<file path="src/hdl/lacharger_pkg.sv">
// Shared constants for the two-stage lead-acid charger: register map, widths and reset values.
package lacharger_pkg;

  localparam int unsigned CfgIndexW = 3;
  localparam int unsigned CfgDataW  = 32;
  localparam int unsigned TimeW     = 32;
  localparam int unsigned VoltW     = 16;
  localparam int unsigned DutyW     = 8;

  // Register indexes on the configuration port
  localparam logic [CfgIndexW-1:0] RegMaxVoltage       = 3'd0;
  localparam logic [CfgIndexW-1:0] RegFloatVoltage     = 3'd1;
  localparam logic [CfgIndexW-1:0] RegReconnectVoltage = 3'd2;
  localparam logic [CfgIndexW-1:0] RegCheckInterval    = 3'd3;
  localparam logic [CfgIndexW-1:0] RegHoldTime         = 3'd4;

  // Register reset values
  localparam logic [VoltW-1:0] MaxVoltageReset       = 16'd14400;
  localparam logic [VoltW-1:0] FloatVoltageReset     = 16'd13700;
  localparam logic [VoltW-1:0] ReconnectVoltageReset = 16'd12600;
  localparam logic [VoltW-1:0] CheckIntervalReset    = 16'd50;
  localparam logic [TimeW-1:0] HoldTimeReset         = 32'd3600000;

  // Duty limits: full duty (driven in main charge) and zero
  localparam logic [DutyW-1:0] DutyFull = 8'hFF;
  localparam logic [DutyW-1:0] DutyZero = 8'h00;

  // Charge modes
  localparam logic ModeMain  = 1'b0;
  localparam logic ModeFloat = 1'b1;

endpackage

</file>
<file path="src/hdl/lead_acid_two_stage_charger_top.sv">
// Two-stage lead-acid charger controller: input register, control step, result register.
// A word accepted at the input goes through the input register and then the result register.
// Throughput: one word per cycle while the output is not stalled; the interval and hold checks are one 32-bit subtract
// and compare each between the input register and the result/state registers.
// Reset (rst, synchronous): main mode, duty 0, hold timer stopped, last step time 0,
// configuration registers back to their defaults; pipeline emptied.
module lead_acid_two_stage_charger_top (
  input  logic                                  clk,
  input  logic                                  rst,
  // input channel
  input  logic                                  in_valid,
  output logic                                  in_stall,
  input  logic [lacharger_pkg::TimeW-1:0]       now_ms,
  input  logic [lacharger_pkg::VoltW-1:0]       battery_mv,
  // output channel
  output logic                                  out_valid,
  input  logic                                  out_stall,
  output logic [lacharger_pkg::DutyW-1:0]       pwm_duty,
  output logic                                  charge_mode,
  output logic                                  step_taken,
  // configuration port
  input  logic                                  cfg_write,
  input  logic [lacharger_pkg::CfgIndexW-1:0]   cfg_index,
  input  logic [lacharger_pkg::CfgDataW-1:0]    cfg_data
);

  import lacharger_pkg::*;

  // configuration registers
  logic [VoltW-1:0] max_voltage;
  logic [VoltW-1:0] float_voltage;
  logic [VoltW-1:0] reconnect_voltage;
  logic [VoltW-1:0] check_interval;
  logic [TimeW-1:0] hold_time;

  // controller state
  logic             mode;
  logic [DutyW-1:0] duty;
  logic [TimeW-1:0] hold_start;
  logic             hold_running;
  logic [TimeW-1:0] last_step_time;

  // input register
  logic             s1_valid;
  logic [TimeW-1:0] s1_now;
  logic [VoltW-1:0] s1_mv;

  logic             s1_advance;
  logic             s1_fire;
  logic             s1_step;
  logic [TimeW-1:0] since_step;
  logic [TimeW-1:0] since_hold;
  logic             mode_next;
  logic [DutyW-1:0] duty_next;
  logic [TimeW-1:0] hold_start_next;
  logic             hold_running_next;

  // write configuration registers
  always_ff @(posedge clk) begin
    if (rst) begin
      max_voltage       <= MaxVoltageReset;
      float_voltage     <= FloatVoltageReset;
      reconnect_voltage <= ReconnectVoltageReset;
      check_interval    <= CheckIntervalReset;
      hold_time         <= HoldTimeReset;
    end else if (cfg_write) begin
      case (cfg_index)
        RegMaxVoltage:       max_voltage       <= cfg_data[VoltW-1:0];
        RegFloatVoltage:     float_voltage     <= cfg_data[VoltW-1:0];
        RegReconnectVoltage: reconnect_voltage <= cfg_data[VoltW-1:0];
        RegCheckInterval:    check_interval    <= cfg_data[VoltW-1:0];
        RegHoldTime:         hold_time         <= cfg_data[TimeW-1:0];
        default: ;
      endcase
    end
  end

  // handshake: the input register moves on whenever the result register is free
  assign s1_advance = !out_valid || !out_stall;
  assign s1_fire    = s1_valid && s1_advance;
  assign in_stall   = s1_valid && !s1_advance;

  // hold the input word
  always_ff @(posedge clk) begin
    if (rst) begin
      s1_valid <= 1'b0;
    end else if (!in_stall) begin
      s1_valid <= in_valid;
    end
  end

  always_ff @(posedge clk) begin
    if (in_valid && !in_stall) begin
      s1_now <= now_ms;
      s1_mv  <= battery_mv;
    end
  end

  // check elapsed times with wrapping subtraction
  assign since_step = s1_now - last_step_time;
  assign s1_step    = since_step >= {{(TimeW-VoltW){1'b0}}, check_interval};
  assign since_hold = hold_running ? (s1_now - hold_start) : '0;

  // compute the control step
  always_comb begin
    mode_next         = mode;
    duty_next         = duty;
    hold_start_next   = hold_start;
    hold_running_next = hold_running;
    if (mode == ModeMain) begin
      duty_next = DutyFull;
      if (s1_mv >= max_voltage) begin
        if (!hold_running) begin
          hold_start_next   = s1_now;
          hold_running_next = 1'b1;
        end
        if (since_hold > hold_time) begin
          mode_next = ModeFloat;
        end
      end else begin
        hold_running_next = 1'b0;
      end
    end else begin
      if (s1_mv < float_voltage && duty != DutyFull) begin
        duty_next = duty + 8'd1;
      end else if (s1_mv > float_voltage && duty != DutyZero) begin
        duty_next = duty - 8'd1;
      end
      if (s1_mv < reconnect_voltage) begin
        mode_next         = ModeMain;
        hold_running_next = 1'b0;
      end
    end
  end

  // advance controller state on a word that takes a step
  always_ff @(posedge clk) begin
    if (rst) begin
      mode           <= ModeMain;
      duty           <= DutyZero;
      hold_start     <= '0;
      hold_running   <= 1'b0;
      last_step_time <= '0;
    end else if (s1_fire && s1_step) begin
      mode           <= mode_next;
      duty           <= duty_next;
      hold_start     <= hold_start_next;
      hold_running   <= hold_running_next;
      last_step_time <= s1_now;
    end
  end

  // result register
  always_ff @(posedge clk) begin
    if (rst) begin
      out_valid <= 1'b0;
    end else if (s1_fire) begin
      out_valid <= 1'b1;
    end else if (!out_stall) begin
      out_valid <= 1'b0;
    end
  end

  always_ff @(posedge clk) begin
    if (s1_fire) begin
      pwm_duty    <= s1_step ? duty_next : duty;
      charge_mode <= s1_step ? mode_next : mode;
      step_taken  <= s1_step;
    end
  end

  // a step in main mode always drives full duty
  a_main_full_duty: assert property (@(posedge clk) disable iff (rst)
    s1_fire && s1_step && (mode == ModeMain) |=> pwm_duty == DutyFull)
    else $error("main-mode step did not drive full duty");

  // state moves only on a word that takes a step
  a_state_quiet: assert property (@(posedge clk) disable iff (rst)
    !(s1_fire && s1_step) |=> $stable(mode) && $stable(duty) && $stable(last_step_time))
    else $error("controller state changed without a step");

  // float mode moves duty by at most one per step
  a_float_slew: assert property (@(posedge clk) disable iff (rst)
    s1_fire && (mode == ModeFloat) |=>
      (duty == $past(duty)) || (duty == $past(duty) + 8'd1) || (duty == $past(duty) - 8'd1))
    else $error("float duty moved by more than one");

  // input stalls only behind a held result
  a_stall_cause: assert property (@(posedge clk) disable iff (rst)
    in_stall |-> out_valid && out_stall && s1_valid)
    else $error("input stalled with a free result register");

endmodule

</file>
<file path="config.mk">
export PLATFORM = sky130hd
export DESIGN_NAME = lead_acid_two_stage_charger_top
export DESIGN_NICKNAME = d
export VERILOG_FILES = /design/src/hdl/lacharger_pkg.sv /design/src/hdl/lead_acid_two_stage_charger_top.sv
export SDC_FILE = /design/constraint.sdc
export NUM_CORES = 1
export LEC_CHECK = 0
export BUFFER_PORTS_ARGS = -buffer_cell sky130_fd_sc_hd__buf_2
export CORE_MARGIN = 2
export CORE_UTILIZATION = 55
export CTS_BUF_LIST = sky130_fd_sc_hd__clkbuf_16
export DETAILED_ROUTE_END_ITERATION = 6
export GPL_TIMING_DRIVEN = 0
export MAX_ROUTING_LAYER = met4
export PLACE_DENSITY_LB_ADDON = 0.12
export SLEW_MARGIN = 20
export SYNTH_ARGS = -nofsm -noshare
export SYNTH_HDL_FRONTEND = slang
export SYNTH_SLANG_ARGS = --single-unit
</file>
<file path="constraint.sdc">
create_clock -name clk -period 11.6 [get_ports clk]
set_clock_uncertainty 0.05 [all_clocks]
set_input_delay 2.32 -clock clk [delete_from_list [all_inputs] [get_ports clk]]
set_output_delay 2.32 -clock clk [all_outputs]
set_load 0.01 [all_outputs]
</file>
==> results.md <==
- Run status: finished clean
- Root Driver: clkbuf_16
- Top delay family on crit path: compound AO/OA/AOI/OAI gates
- Seq/Total Area, Yosys: 0.3423
- Synth cell types: 83
- Cell taking the most area after synthesis: dfxtp_1
- Asr flop ratio synth: 0
- Rel. slew slack: 0.3378
- I/O pin total: 100
- Crit Path Max Fanout: 5
- Synth warn: 0
- Worst-skew pair later-pin latency: 0.55 ns
- Power Dens Cells: 126.9 nW/um^2
- Post-synth top flop: dfxtp_1
- Hold-critical path endpoint: max_voltage[2]
- CTS max path bufs: 3
- Crit path time final: 6.176 ns
- Origin of the critical flop-to-flop path: s1_now[1]
- Crit start category: flip-flop
- Max-cap violation count: 0
- Initial antenna violation count: 2
- Routed via count: 12997
- Core Footprint: 27030 um^2
- Synth area leaders: dfxtp_1, ha_1, edfxtp_1
- Worst-Margin Slew: 0.9934 ns
- Final Max Tran Viols: 0
- Reg2Reg Depth: 21
- Final TNS setup: 0 ns
- CP max-delay cell: nor4_1
- Final period utilization: 0.5324
- Post-layout util: 0.6266
- Setup crit start: s1_now[1]
- WL final: 40.51 mm
- CP Capture Type: flip-flop
- Fmax achieved: 0.1619 GHz
- Max stage delay on crit path: 0.70 ns
- Number of global-route vias before repair: 12268
- PostCTS Resize Cnt: 0
- Final setup viols: 0
- Vias/cell: 5.705
- Cell leakage power: 7.007 nW
- Routability cong.: 0.9203
- Worst path bufs/invs: 0
- Detailed Routing Iterations Pass 1: 6
- EDFF count, synth: 58
- # DRC: 0
- Req. time, crit path: 12.02 ns
- Cell count after synthesis: 1788
- Buffers inserted by post-CTS timing repair: 0
- P&R area growth vs syn: 11.78%
- Largest net degree at the start of global routing: 26
- Mapped Area: 15150 um^2
- Worst hold path type: flip-flop to flip-flop
- RSZ-0062 raised after global routing: no
- Standard-cell row count: 60
- DRT iter0 DRCs: 886
- I/O Buffers: 98
- Cell Chain, Critical Path: ha_1, nor2b_1, o21a_1, o21ai_0, a21oi_1, o31ai_1, a21oi_1, a221o_1, a211oi_1, xnor2_1, and2_1, ha_1, nand4_1, nor4_1, and4_1, o21ai_0, nor4b_1, a21oi_1, a21o_1, o211ai_1, a31oi_1
- Cts bufs inserted: 26
- Die Wd: 170.0 um
- Hold_ws: 0.4038 ns
- Reg2reg setup slack: 5.42 ns
- Critical Path AT: 6.60 ns
- Top cell type's share of synthesized area: 0.2273
- First-pass GRT wire length: 64.40 mm
- Hold buffers post-CTS: 0
- Final Hold Viols: 0
- Hold-critical path depth: 2
- Worst setup path class: flip-flop to flip-flop
- Most frequent CP cell: a21oi_1
- Congestion Overflow GR: 0
- Mapped Nets: 2038
- DP Wirelength: 31.80 mm
- Avg Synthesized Cell Area: 8.473 um^2
- Die H: 170.0 um
- Clock H-tree levels: 1
- Gr usage total: 0.2886
- Flops & latches, synth: 230
- RR Endpoint: mode
- Nets: 2166
- Antenna Nets Post-Route: 0
- Layout cells sized above 1: 0.09556
- Hold path startpoint: max_voltage[2]
- DIE AREA: 28890 um^2
- CTS tree: done
- WL/cell: 17.78 um
- Clk sinks: 230
- Max VDD drop: 0.0001409 V
- Starting Density: 0.5606
- Clk slew on worst S/H paths: 0.06 ns
## worst reg2reg max path: cells and delay by family, from the launching register on
family	cells	cell delay [ns]
AO/OA/AOI/OAI	12	3.05
AND/OR/NAND/NOR	6	1.77
adder cells (fa/ha/maj)	2	0.62
flip-flops	1	0.50
XOR/XNOR	1	0.11
## layout make-up
type	instances	area, um^2
multi-input cells	1305	8936
clock buffers	26	650.6
well taps	341	426.7
clock inverters	22	166.4
plain buffers	83	397.9
fillers	2388	10090
inverters	170	638.1
flip-flops and latches	230	5185
diodes	1	2.502
repair buffers	100	530.5
## report_power, final
group	total, mW	switching (mW)	leakage, nW	internal, mW
Clock	0.795	0.343	0.406	0.452
Combinational	0.472	0.279	4.66	0.193
Sequential	0.882	0.0236	1.94	0.858
Total	2.15	0.646	7.01	1.50
## synth_stat cells (31+ instances only)
cell      number
nand2_1      251
dfxtp_1      172
inv_1        170
ha_1         160
a21oi_1      155
nand2b_1     107
nor2_1        72
clkbuf_1      64
mux2i_1       64
edfxtp_1      58
a21o_1        40
o21ai_0       39
nand4_1       38
and2_1        32
nand3_1       31
## registers in the layout, indices dropped and copies added, names as in the netlist
signal             cells
charge_mode            1
step_taken             1
reconnect_voltage     16
s1_mv                 16
out_valid              1
hold_time             32
last_step_time        32
s1_valid               1
mode                   1
pwm_duty               8
check_interval        16
duty                   8
s1_now                32
hold_running           1
float_voltage         16
hold_start            32
max_voltage           16
## layer usage
layer,vias up,GRT usage,wire [um],part of all wire
li1,6466,-,-,-
met1,6167,0.3965,19280,0.48
met2,315,0.4648,18380,0.45
met3,49,0.02605,1952,0.048
met4,0,0.06503,901,0.022
met5,-,-,0,0
## placed cells by master, fill, tap and decap left out, drive strengths merged, types with 64 or more instances in the layout
cell / count
nand2b: 108
mux2i: 64
buf: 119
a21oi: 158
dfxtp: 172
nand2: 251
nor2: 72
clkbuf: 90
inv: 172
ha: 160
## worst max path at each step
stage                endpoint  slack, ns  cells past startpoint
floorplan            s1_mv[0]       6.38                      2
global placement    s1_now[9]       4.88                      3
detailed placement       mode       5.67                     21
CTS                      mode       5.60                     21
global route             mode       5.10                     21
finish                   mode       5.42                     21
## logic make-up after synthesis
family	count (synthesis)	share of synthesized area
compound gates	385	0.1636
xor+xnor	53	0.03114
fa+ha+maj	162	0.1348
buf+inv	253	0.06838
flops	230	0.3423
mux	75	0.05269
simple gates	630	0.2071
## through the flow
step	power [mW]	cells	cell area, um^2	setup WS [ns]
final	2.148	2278	16930	5.424
after global routing	2.248	2278	16930	5.099
after CTS	2.158	2277	16930	5.598
after detailed placement	1.363	2229	16110	5.666
after global placement	1.356	2227	16070	4.876
after floorplan	1.228	1788	15150	6.383
No activity file was read; power rests on OpenSTA's default activity.
